<file path="src/hw/rtl/kcef_pkg.sv">
// kcef_pkg: shared types and constants of the key change event queue
// no dependencies; imported by kcef_scan, key_change_event_fifo_unit and tb
package kcef_pkg;

    localparam int LEVEL_W   = 10;
    localparam int KEY_COUNT = 10;
    localparam int KEY_W     = 4;
    localparam int EVENT_W   = KEY_W + 1;

    localparam logic [LEVEL_W-1:0] KEY_MASK  = LEVEL_W'((64'd1 << KEY_COUNT) - 64'd1);
    localparam logic [LEVEL_W-1:0] IDLE_INIT = 10'h3ff;
    localparam logic [KEY_W-1:0]   KEY_LAST  = KEY_W'(KEY_COUNT - 1);

    localparam logic FUNC_SAMPLE = 1'b0;
    localparam logic FUNC_POP    = 1'b1;

    typedef enum logic [3:0] {
        S_IDLE = 4'b0001,
        S_SCAN = 4'b0010,
        S_READ = 4'b0100,
        S_OUT  = 4'b1000
    } state_t;

    // one key step of the change scanner
    typedef struct packed {
        logic             active;
        logic             valid;
        logic             last;
        logic [KEY_W-1:0] key;
        logic             level;
    } push_t;

endpackage

</file>
<file path="src/hw/rtl/kcef_ram.sv">
// kcef_ram: generic single-write, single-read RAM with registered read
// no dependencies
module kcef_ram #(
    parameter int WIDTH = 5,
    parameter int DEPTH = 8
) (
    input  logic                     clk,
    input  logic                     wr_en,
    input  logic [$clog2(DEPTH)-1:0] wr_addr,
    input  logic [WIDTH-1:0]         wr_data,
    input  logic                     rd_en,
    input  logic [$clog2(DEPTH)-1:0] rd_addr,
    output logic [WIDTH-1:0]         rd_data
);

    logic [WIDTH-1:0] mem [DEPTH];
    logic [WIDTH-1:0] rd_data_reg;

    always_ff @(posedge clk)
    begin
        if (wr_en)
        begin
            mem[wr_addr] <= wr_data;
        end
        if (rd_en)
        begin
            rd_data_reg <= mem[rd_addr];
        end
    end

    assign rd_data = rd_data_reg;

endmodule

</file>
<file path="src/hw/rtl/kcef_scan.sv">
// kcef_scan: steps over the keys of one sample, one key per cycle
// depends on kcef_pkg
module kcef_scan
    import kcef_pkg::*;
(
    input  logic               clk,
    input  logic               rst_n,
    input  logic               start,
    input  logic [LEVEL_W-1:0] changes,
    input  logic [LEVEL_W-1:0] levels,
    output push_t              push
);

    logic               busy_reg,    busy_next;
    logic [KEY_W-1:0]   idx_reg,     idx_next;
    logic [LEVEL_W-1:0] changes_reg;
    logic [LEVEL_W-1:0] levels_reg;
    logic               last;

    assign last = (idx_reg == KEY_LAST);

    always_comb
    begin
        busy_next = busy_reg;
        idx_next  = idx_reg;
        if (start)
        begin
            busy_next = 1'b1;
            idx_next  = '0;
        end
        else if (busy_reg)
        begin
            if (last)
            begin
                busy_next = 1'b0;
            end
            idx_next = idx_reg + KEY_W'(1);
        end
    end

    always_ff @(posedge clk or negedge rst_n)
    begin
        if (!rst_n)
        begin
            busy_reg <= 1'b0;
            idx_reg  <= '0;
        end
        else
        begin
            busy_reg <= busy_next;
            idx_reg  <= idx_next;
        end
    end

    always_ff @(posedge clk)
    begin
        if (start)
        begin
            changes_reg <= changes;
            levels_reg  <= levels;
        end
    end

    assign push.active = busy_reg;
    assign push.valid  = busy_reg & changes_reg[idx_reg];
    assign push.last   = busy_reg & last;
    assign push.key    = idx_reg;
    assign push.level  = levels_reg[idx_reg];

endmodule

</file>
<file path="src/hw/rtl/key_change_event_fifo_unit.sv">
// key_change_event_fifo_unit: key change detector feeding a circular event queue
// depends on kcef_pkg, kcef_ram, kcef_scan
//
//  channel  | signals                                   | direction
//  ---------+-------------------------------------------+----------
//  in       | in_valid, in_ready, func, key_levels      | request in
//  out      | out_valid, out_ready, event_valid,        | request out
//           | key_number, key_level                     |
//  cfg      | cfg_valid, cfg_ready, cfg_data            | write in
//
// a sample is accepted, then the scanner visits one key per cycle and
// writes at most one event per cycle through the single RAM write port
// a pop steps through accept, RAM read at the read pointer and output load
// reset empties the queue and loads the previous levels with all ones;
// the event RAM is not cleared
// the output register lets samples be taken while a result waits; a pop
// waits for the output register to drain before loading its result
module key_change_event_fifo_unit
    import kcef_pkg::*;
#(
    parameter int QUEUE_SLOTS = 8
) (
    input  logic               clk,
    input  logic               rst_n,
    input  logic               in_valid,
    output logic               in_ready,
    input  logic               func,
    input  logic [LEVEL_W-1:0] key_levels,
    output logic               out_valid,
    input  logic               out_ready,
    output logic               event_valid,
    output logic [KEY_W-1:0]   key_number,
    output logic               key_level,
    input  logic               cfg_valid,
    output logic               cfg_ready,
    input  logic [LEVEL_W-1:0] cfg_data
);

    localparam int PTR_W = $clog2(QUEUE_SLOTS);
    localparam logic [PTR_W-1:0] PTR_LAST = PTR_W'(QUEUE_SLOTS - 1);

    state_t             state_reg,     state_next;
    logic [PTR_W-1:0]   rd_ptr_reg,    rd_ptr_next;
    logic [PTR_W-1:0]   wr_ptr_reg,    wr_ptr_next;
    logic [LEVEL_W-1:0] prev_reg,      prev_next;
    logic               sampled_reg,   sampled_next;
    logic               empty_reg,     empty_next;
    logic               out_valid_reg, out_valid_next;
    logic               ev_valid_reg;
    logic [KEY_W-1:0]   key_num_reg;
    logic               key_lvl_reg;

    logic               in_acc;
    logic               out_free;
    logic               load_out;
    logic [PTR_W-1:0]   wr_ptr_inc;
    logic [PTR_W-1:0]   rd_ptr_inc;
    logic               full;
    logic               ram_wr;
    logic               ram_rd;
    logic [EVENT_W-1:0] ram_rdata;
    logic [LEVEL_W-1:0] now_levels;
    logic               scan_start;
    push_t              push;

    assign in_ready   = (state_reg == S_IDLE);
    assign cfg_ready  = 1'b1;
    assign in_acc     = in_valid & in_ready;
    assign out_free   = ~out_valid_reg | out_ready;
    assign load_out   = (state_reg == S_OUT) & out_free;
    assign now_levels = key_levels & KEY_MASK;
    assign scan_start = in_acc & (func == FUNC_SAMPLE);

    assign wr_ptr_inc = (wr_ptr_reg == PTR_LAST) ? '0 : wr_ptr_reg + PTR_W'(1);
    assign rd_ptr_inc = (rd_ptr_reg == PTR_LAST) ? '0 : rd_ptr_reg + PTR_W'(1);
    assign full       = (wr_ptr_inc == rd_ptr_reg);
    // events that find the queue full are dropped
    assign ram_wr     = (state_reg == S_SCAN) & push.valid & ~full;
    assign ram_rd     = (state_reg == S_READ);

    kcef_scan u_scan (
        .clk     (clk),
        .rst_n   (rst_n),
        .start   (scan_start),
        .changes (now_levels ^ prev_reg),
        .levels  (now_levels),
        .push    (push)
    );

    kcef_ram #(
        .WIDTH (EVENT_W),
        .DEPTH (QUEUE_SLOTS)
    ) u_slots (
        .clk     (clk),
        .wr_en   (ram_wr),
        .wr_addr (wr_ptr_reg),
        .wr_data ({push.level, push.key}),
        .rd_en   (ram_rd),
        .rd_addr (rd_ptr_reg),
        .rd_data (ram_rdata)
    );

    always_comb
    begin
        state_next     = state_reg;
        rd_ptr_next    = rd_ptr_reg;
        wr_ptr_next    = wr_ptr_reg;
        prev_next      = prev_reg;
        sampled_next   = sampled_reg;
        empty_next     = empty_reg;
        out_valid_next = out_valid_reg;

        if (out_valid_reg & out_ready)
        begin
            out_valid_next = 1'b0;
        end

        // idle levels only matter until the first sample
        if (cfg_valid & cfg_ready & ~sampled_reg)
        begin
            prev_next = cfg_data & KEY_MASK;
        end

        if (ram_wr)
        begin
            wr_ptr_next = wr_ptr_inc;
        end

        unique case (state_reg)
            S_IDLE:
            begin
                if (in_acc)
                begin
                    if (func == FUNC_SAMPLE)
                    begin
                        prev_next    = now_levels;
                        sampled_next = 1'b1;
                        state_next   = S_SCAN;
                    end
                    else
                    begin
                        empty_next = (rd_ptr_reg == wr_ptr_reg);
                        state_next = S_READ;
                    end
                end
            end
            S_SCAN:
            begin
                if (push.last)
                begin
                    state_next = S_IDLE;
                end
            end
            S_READ:
            begin
                state_next = S_OUT;
            end
            S_OUT:
            begin
                if (load_out)
                begin
                    out_valid_next = 1'b1;
                    if (!empty_reg)
                    begin
                        rd_ptr_next = rd_ptr_inc;
                    end
                    state_next = S_IDLE;
                end
            end
            default:
            begin
                state_next = S_IDLE;
            end
        endcase
    end

    always_ff @(posedge clk or negedge rst_n)
    begin
        if (!rst_n)
        begin
            state_reg     <= S_IDLE;
            rd_ptr_reg    <= '0;
            wr_ptr_reg    <= '0;
            prev_reg      <= IDLE_INIT & KEY_MASK;
            sampled_reg   <= 1'b0;
            empty_reg     <= 1'b1;
            out_valid_reg <= 1'b0;
        end
        else
        begin
            state_reg     <= state_next;
            rd_ptr_reg    <= rd_ptr_next;
            wr_ptr_reg    <= wr_ptr_next;
            prev_reg      <= prev_next;
            sampled_reg   <= sampled_next;
            empty_reg     <= empty_next;
            out_valid_reg <= out_valid_next;
        end
    end

    always_ff @(posedge clk)
    begin
        if (load_out)
        begin
            ev_valid_reg <= ~empty_reg;
            key_num_reg  <= empty_reg ? '0 : ram_rdata[KEY_W-1:0];
            key_lvl_reg  <= empty_reg ? 1'b0 : ram_rdata[EVENT_W-1];
        end
    end

    assign out_valid   = out_valid_reg;
    assign event_valid = ev_valid_reg;
    assign key_number  = key_num_reg;
    assign key_level   = key_lvl_reg;

    // never overwrite the oldest unread event
    a_no_write_when_full: assert property (@(posedge clk) disable iff (!rst_n)
        ram_wr |-> !full)
        else $error("event written into a full queue");

    // a non-empty pop must still find an event when its result loads
    a_pop_has_event: assert property (@(posedge clk) disable iff (!rst_n)
        (load_out && !empty_reg) |-> (rd_ptr_reg != wr_ptr_reg))
        else $error("pop of an event from an empty queue");

    // scanner runs only while the control sits in the scan state
    a_scan_matches_state: assert property (@(posedge clk) disable iff (!rst_n)
        push.active |-> (state_reg == S_SCAN))
        else $error("scanner active outside the scan state");

    // an accepted pop goes to the RAM read cycle next
    a_pop_reads: assert property (@(posedge clk) disable iff (!rst_n)
        (in_acc && func == FUNC_POP) |=> (state_reg == S_READ))
        else $error("accepted pop did not issue a RAM read");

    // the output register is loaded only when it is free
    a_out_load_free: assert property (@(posedge clk) disable iff (!rst_n)
        (out_valid_reg && !out_ready && state_reg == S_OUT) |=> (state_reg == S_OUT))
        else $error("pop result loaded over a waiting result");

endmodule

</file>
<file path="config.mk">
export PLATFORM = sky130hd
export DESIGN_NAME = key_change_event_fifo_unit
export DESIGN_NICKNAME = d
export VERILOG_FILES = /design/src/hw/rtl/kcef_pkg.sv /design/src/hw/rtl/kcef_ram.sv /design/src/hw/rtl/kcef_scan.sv /design/src/hw/rtl/key_change_event_fifo_unit.sv
export SDC_FILE = /design/constraint.sdc
export NUM_CORES = 1
export LEC_CHECK = 0
export BUFFER_PORTS_ARGS = -buffer_cell sky130_fd_sc_hd__buf_4
export CAP_MARGIN = 20
export CELL_PAD_IN_SITES_DETAIL_PLACEMENT = 0
export CELL_PAD_IN_SITES_GLOBAL_PLACEMENT = 1
export CORE_ASPECT_RATIO = 2
export CORE_MARGIN = 2
export CORE_UTILIZATION = 50
export DETAILED_ROUTE_END_ITERATION = 6
export GPL_TIMING_DRIVEN = 0
export HOLD_SLACK_MARGIN = 0.03
export PLACE_DENSITY = 0.76
export SYNTH_ARGS = -nofsm -noshare
export SYNTH_HDL_FRONTEND = slang
export SYNTH_SLANG_ARGS = --single-unit
</file>
<file path="constraint.sdc">
create_clock -name clk -period 3.25 [get_ports clk]
set_input_delay 0.65 -clock clk [delete_from_list [all_inputs] [get_ports clk]]
set_output_delay 0.65 -clock clk [all_outputs]
set_load 0.02 [all_outputs]
</file>
==> results.tsv, run 1 <==
stage	metric	value	unit
outcome	status	complete, no violations	
setup_path	crit_arrival	2770	ps
floorplan	ios	35	
floorplan	num_rows	47	
final_layout	n_antenna_cell	0	
global_routing	grt_pass1_vias	2460	
clock_network	postCtsHoldBufs	0	
timing	hold_viol	0	
clock_network	postCtsSetupBuffers	0	
placed_design	dp_hpwl	5.54	mm
clock_network	cts_tree	yes	
setup_path	end_kind	register	
clock_network	cts_made_buffers	9	
power	power_switching	1.08	mW
drt	drtIter0Drc	74	
floorplan	floorplan.die.width	69.3	um
global_routing	globalRouteTotalUtil	18.0	%
synth	yosysWarnings	0	
clock_network	postCtsResizedCells	0	
final_layout	largest_reg_flops	40	
final_layout	mostFrequentLayoutCells	edfxtp_1 (71), buf_4 (34), nand2_1 (18)	
setup_path	cpMostUsedCell	buf_6	
synth	yosysSeqAreaShare	66.7	%
drt	antenna_left	0	
timing	rsz0062_at_grt	no	
synth	syn_area_per_cell	15.9	um2
drt	drc	0	
timing	finalWorstSetupSlack	529	ps
drt	avgRoutedWirePerCell	18.0	um
setup_path	cp_max_fo	11	
placed_design	portBuffers	33	
final_layout	drive_gt1_share	31.7	%
final_layout	area_growth	15.6	%
final_layout	nFillCells	670	
global_routing	grt_max_degree	30	
setup_path	critPathKind	register to register	
power	switching_share	28.3	%
floorplan	coreArea	8290	um2
setup_path	r2r-end	u_slots.mem[0][0]	
final_layout	seqCellArea	2850	um2
placed_design	pre_cts_slack	348	ps
timing	slew_viol_final	0	
synth	synth.distinct_cells	42	
drt	first_pass_iters	4	
min_path	min_path_type	primary input to async pin	
timing	worst_pin_slew	800	ps
setup_path	reg2reg_slack	530	ps
clock_network	cts.sinks	99	
power	seq_power_share	49.5	%
synth	synth_area	4270	um2
timing	setup_tns	0	ps
clock_network	clk_latency	340	ps
timing	max-slew-margin-rel	46.3	%
power	powerDensity	775	nW/um2
clock_network	cts_root_buffer	clkbuf_16	
clock_network	cts_buffer_depth	2	
setup_path	reg2reg_depth	8	
floorplan	die_y	135	um
timing	fin_crit_sh	83.7	%
floorplan	start_util	51.5	%
setup_path	crit_chain	buf_6 -> mux2i_1 -> or3_1 -> o311ai_2 -> o211ai_2 -> buf_6 -> nor4_1 -> clkbuf_2	
clock_network	cts.clk_slew.worst_paths	60	ps
setup_path	cp-startpoint	u_scan.idx_reg[0]	
drt	vias	2277	
timing	clock.fmax	0.368	GHz
setup_path	required	3300	ps
drt	wl	7.51	mm
job	cap_violations	0	
placed_design	gp_congestion	0.760	
synth	synth_edf_count	71	
timing	setup_violations	0	
global_routing	grt_pass1_wl	12.3	mm
setup_path	rr_startpoint	u_scan.idx_reg[0]	
setup_path	worstSetupStartpointType	register	
final_layout	nNetsFinal	346	
synth	synth_seq_cells	99	
power	worst_ir_drop_vdd	482	uV
power	cellLeakagePower	1.91	nW
synth	synthArstFlopShare	28.3	%
final_layout	multi_input_area	1310	um2
synth	synth_cells	268	
clock_network	cts_htree_levels	3	
setup_path	slowest_stage	dfrtp_1	
setup_path	slowest_delay	580	ps
global_routing	overflow	0	
synth	syn_nets	300	
final_layout	top_register	u_slots.mem	
final_layout	final_common_cell	edfxtp_1	
floorplan	die_area	9330	um2
timing	fin_skew	5.48	ps
timing	period_needed	2720	ps
drt	via_per_inst	5.46	
global_routing	antenna_found_initial	0	
power	p_int	2.74	mW
synth	synth_ff_type	edfxtp_1	
power	clkPwrFrac	26.5	%
power	pwr-share-comb	23.9	%
## layer usage
metal	global-route usage (%)	part of all wire (%)	up-vias
li1	-	-	1089
met2	36.0	61	36
met1	17.2	35	1141
met3	3.43	2.7	11
met5	0	0	-
met4	7.84	2.1	0
## cells in the mapped netlist (2+ instances only)
cell | instances | share of area (%)
nand2b_1 | 4 | 0.59
xor2_1 | 11 | 2.3
nor2_1 | 11 | 0.97
xnor2_1 | 8 | 1.6
clkbuf_2 | 2 | 0.23
nand2_1 | 18 | 1.6
mux4_2 | 10 | 5.3
mux2_4 | 2 | 0.70
a31oi_1 | 2 | 0.29
clkbuf_1 | 2 | 0.18
dfrtp_1 | 16 | 9.4
buf_2 | 5 | 0.59
nand4_1 | 2 | 0.29
mux2_2 | 10 | 2.6
mux4_1 | 3 | 1.8
nor2b_1 | 7 | 1.0
ha_1 | 6 | 1.8
nor4_1 | 2 | 0.29
dfstp_2 | 12 | 7.4
o21ai_0 | 14 | 1.6
nor3_1 | 5 | 0.59
buf_1 | 4 | 0.35
nand3b_1 | 2 | 0.35
edfxtp_1 | 71 | 50
buf_6 | 2 | 0.53
nor4b_2 | 2 | 0.70
mux2i_1 | 15 | 3.5
inv_1 | 6 | 0.53
## area by class of cell
type                    instances  share of cell area (%)
plain buffers                  16                    1.78
clock buffers                   9                    4.57
flip-flops and latches         99                    57.8
clock inverters                 7                    1.19
repair buffers                 35                    5.23
inverters                       7                   0.533
well taps                      98                    2.49
multi-input cells             146                    26.5
## worst max-delay path by stage
stage / endpoint / slack [ps] / cells past startpoint
global placement: u_slots.mem[1][3] / 360 / 7
global route: u_slots.mem[0][3] / 360 / 8
CTS: u_slots.mem[0][0] / 290 / 7
finish: u_slots.mem[0][0] / 530 / 8
detailed placement: u_slots.mem[0][2] / 350 / 7
floorplan: u_slots.mem[0][0] / 910 / 7
## power groups by stage
stage | clock (mW) | sequential [mW] | combinational, mW
after detailed placement | 0 | 1.93 | 0.932
after CTS | 1.04 | 1.90 | 0.937
after global routing | 1.08 | 1.92 | 1.02
after global placement | 0 | 1.91 | 0.910
final | 1.01 | 1.89 | 0.915
after floorplan | 0 | 1.86 | 0.711
## cells by family (layout without fill, tap and decap cells)
| logic type | count (synthesis) | count (layout) | synth area share, % |
|---|---|---|---|
| AO/OA/AOI/OAI | 22 | 22 | 3.26 |
| XOR/XNOR | 19 | 19 | 3.90 |
| adder cells (fa/ha/maj) | 6 | 6 | 1.76 |
| buffers and inverters | 23 | 74 | 2.67 |
| flip-flops | 99 | 99 | 66.7 |
| multiplexers | 40 | 40 | 14.0 |
| other | 1 | 1 | 0.0879 |
| AND/OR/NAND/NOR | 58 | 58 | 7.60 |
## critical path: cells and delay by family, from the launching register on
family                 cells  cell delay [ps]
muxes                      1               90
buffers and inverters      3              670
and+or+nand+nor            2              850
DFF                        1              580
AOI/OAI and AO/OA          2              240
## through the flow
stage	cell area, um2	util [%]	hold slack (ps)	cells	power (mW)
global route	4930	59.5	253	417	4.03
floorplan	4270	-	354	268	2.57
CTS	4930	59.4	236	416	3.88
detailed placement	4640	56.0	454	400	2.86
global placement	4640	55.9	442	399	2.82
finish	4930	59.5	236	417	3.82
No activity file was read; power rests on OpenSTA's default activity.
==> run 2: changes to the inputs <==
CORE_UTILIZATION = 45   (was 50)
PLACE_DENSITY = 0.72   (was 0.76)
clock period = 2.4 ns   (was 3.25 ns; I/O delays follow)
==> results.tsv, run 2 (synthesis gave the netlist of run 1 again) <==
stage	metric	value	unit
clock_network	postCtsHoldBufs	0	
clock_network	cts_tree	yes	
floorplan	floorplan.die.width	72.9	um
power	worst_ir_drop_vdd	605	uV
clock_network	cts_root_buffer	clkbuf_16	
power	p_total	5.35	mW
drt	avgRoutedWirePerCell	17.8	um
power	switching_share	29.3	%
setup_path	rr_startpoint	u_scan.idx_reg[0]	
final_layout	area_growth	20.8	%
drt	vias	2281	
clock_network	clk_latency	340	ps
power	p_int	3.78	mW
drt	drc	0	
clock_network	cts_buffer_depth	2	
timing	fin_skew	5.48	ps
drt	via_per_inst	5.30	
timing	slew_viol_final	0	
timing	setup_tns	0	ps
drt	first_pass_iters	4	
setup_path	crit_arrival	2540	ps
floorplan	coreArea	9320	um2
final_layout	design_area	5150	um2
final_layout	mostFrequentLayoutCells	edfxtp_1 (71), buf_4 (40), nand2_1 (18)	
setup_path	reg2reg_slack	90	ps
floorplan	num_rows	50	
timing	clock.fmax	0.433	GHz
clock_network	cts.sinks	99	
final_layout	n_antenna_cell	0	
final_layout	final_core_util	55.3	%
drt	wl	7.66	mm
drt	drtIter0Drc	88	
outcome	status	complete, no violations	
placed_design	dp_hpwl	5.64	mm
global_routing	grt_pass1_vias	2411	
setup_path	r2r-end	wr_ptr_reg[1]	
final_layout	top_register	u_slots.mem	
final_layout	drive_gt1_share	36.8	%
final_layout	final_common_cell	edfxtp_1	
power	clkPwrFrac	26.6	%
clock_network	cts_made_buffers	9	
min_path	min_path_type	primary input to async pin	
clock_network	cts.clk_slew.worst_paths	60	ps
setup_path	worstSetupStartpointType	register	
global_routing	overflow	0	
job	cap_violations	0	
timing	whs	49.8	ps
global_routing	antenna_found_initial	0	
setup_path	crit_chain	buf_6 -> mux4_1 -> o211ai_2 -> clkbuf_16 -> buf_4 -> mux2_4	
clock_network	cts_htree_levels	3	
setup_path	reg2reg_depth	6	
setup_path	required	2630	ps
timing	fin_crit_sh	96.1	%
timing	setup_violations	0	
final_layout	largest_reg_flops	40	
final_layout	nNetsFinal	353	
power	power_switching	1.57	mW
drt	antenna_left	0	
setup_path	end_kind	register	
setup_path	critPathKind	register to register	
setup_path	cp_max_fo	9	
power	seq_power_share	47.6	%
global_routing	grt_pass1_wl	12.4	mm
floorplan	ios	35	
global_routing	globalRouteTotalUtil	16.7	%
floorplan	die_y	142	um
timing	hold_viol	0	
placed_design	dpl_cell_area	4650	um2
floorplan	start_util	45.8	%
power	pwr-share-comb	25.8	%
setup_path	slowest_stage	mux4_1	
power	powerDensity	1040	nW/um2
setup_path	slowest_delay	640	ps
timing	worst_pin_slew	875	ps
placed_design	portBuffers	33	
placed_design	gp_congestion	0.738	
floorplan	die_area	10300	um2
global_routing	grt_max_degree	30	
power	cellLeakagePower	1.99	nW
timing	period_needed	2310	ps
timing	max-slew-margin-rel	41.0	%
run 2: area by class of cell:
class	count	area [um2]
Timing Repair Buffer	42	334
Sequential cell	99	2850
Clock inverter	6	63.8
Clock buffer	10	229
Tap cell	104	130
Inverter	7	26.3
Multi-Input combinational cell	146	1430
Fill cell	762	4170
Buffer	16	93.8
run 2: worst max-delay path, delay by kind of cell (launching register included):
family | cells | cell delay [ps]
DFF | 1 | 400
AOI/OAI and AO/OA | 1 | 330
buffers and inverters | 3 | 530
muxes | 2 | 930
run 2: how the worst max path moves through the flow:
stage	from	to	slack [ps]	depth (start not counted)
after floorplan	u_scan.idx_reg[0]	u_slots.mem[0][0]	60	7
after global placement	u_scan.idx_reg[0]	u_slots.mem[0][1]	-520	7
after detailed placement	u_scan.idx_reg[0]	u_slots.mem[1][3]	-590	7
after CTS	wr_ptr_reg[0]	u_slots.mem[5][3]	30	8
after global routing	wr_ptr_reg[1]	u_slots.mem[4][0]	-30	9
final	u_scan.idx_reg[0]	wr_ptr_reg[1]	90	6
run 2: timing repair:
action / in CTS / in global routing
pin swaps: 0 / 5
buffers inserted: 0 / 7
endpoints found under the setup margin: 39 / 62
endpoints found under the hold margin: 0 / 0
resized for setup: 10 / 15
cloned: 0 / 1
run 2: through the flow:
stage | setup slack (ps) | cells
5_1_grt | -30.1 | 430
3_3_place_gp | -516 | 405
3_5_place_dp | -588 | 406
4_1_cts | 27.2 | 422
6_report | 92.8 | 430
2_1_floorplan | 57.5 | 268
run 2: power by group through the flow:
stage                     logic (mW)  clock network (mW)  registers, mW
after floorplan                0.963                   0           2.51
after global routing            1.54                1.54           2.59
after CTS                       1.30                1.46           2.57
after global placement          1.24                   0           2.58
final                           1.38                1.43           2.55
after detailed placement        1.27                   0           2.60
run 2: layer usage:
metal / up-vias / wire length (um) / GRT usage (%)
met4: 0 / 164 / 7.02
met5: - / 0 / 0
li1: 1101 / - / -
met2: 37 / 4800 / 31.4
met1: 1132 / 2540 / 16.8
met3: 11 / 161 / 3.84
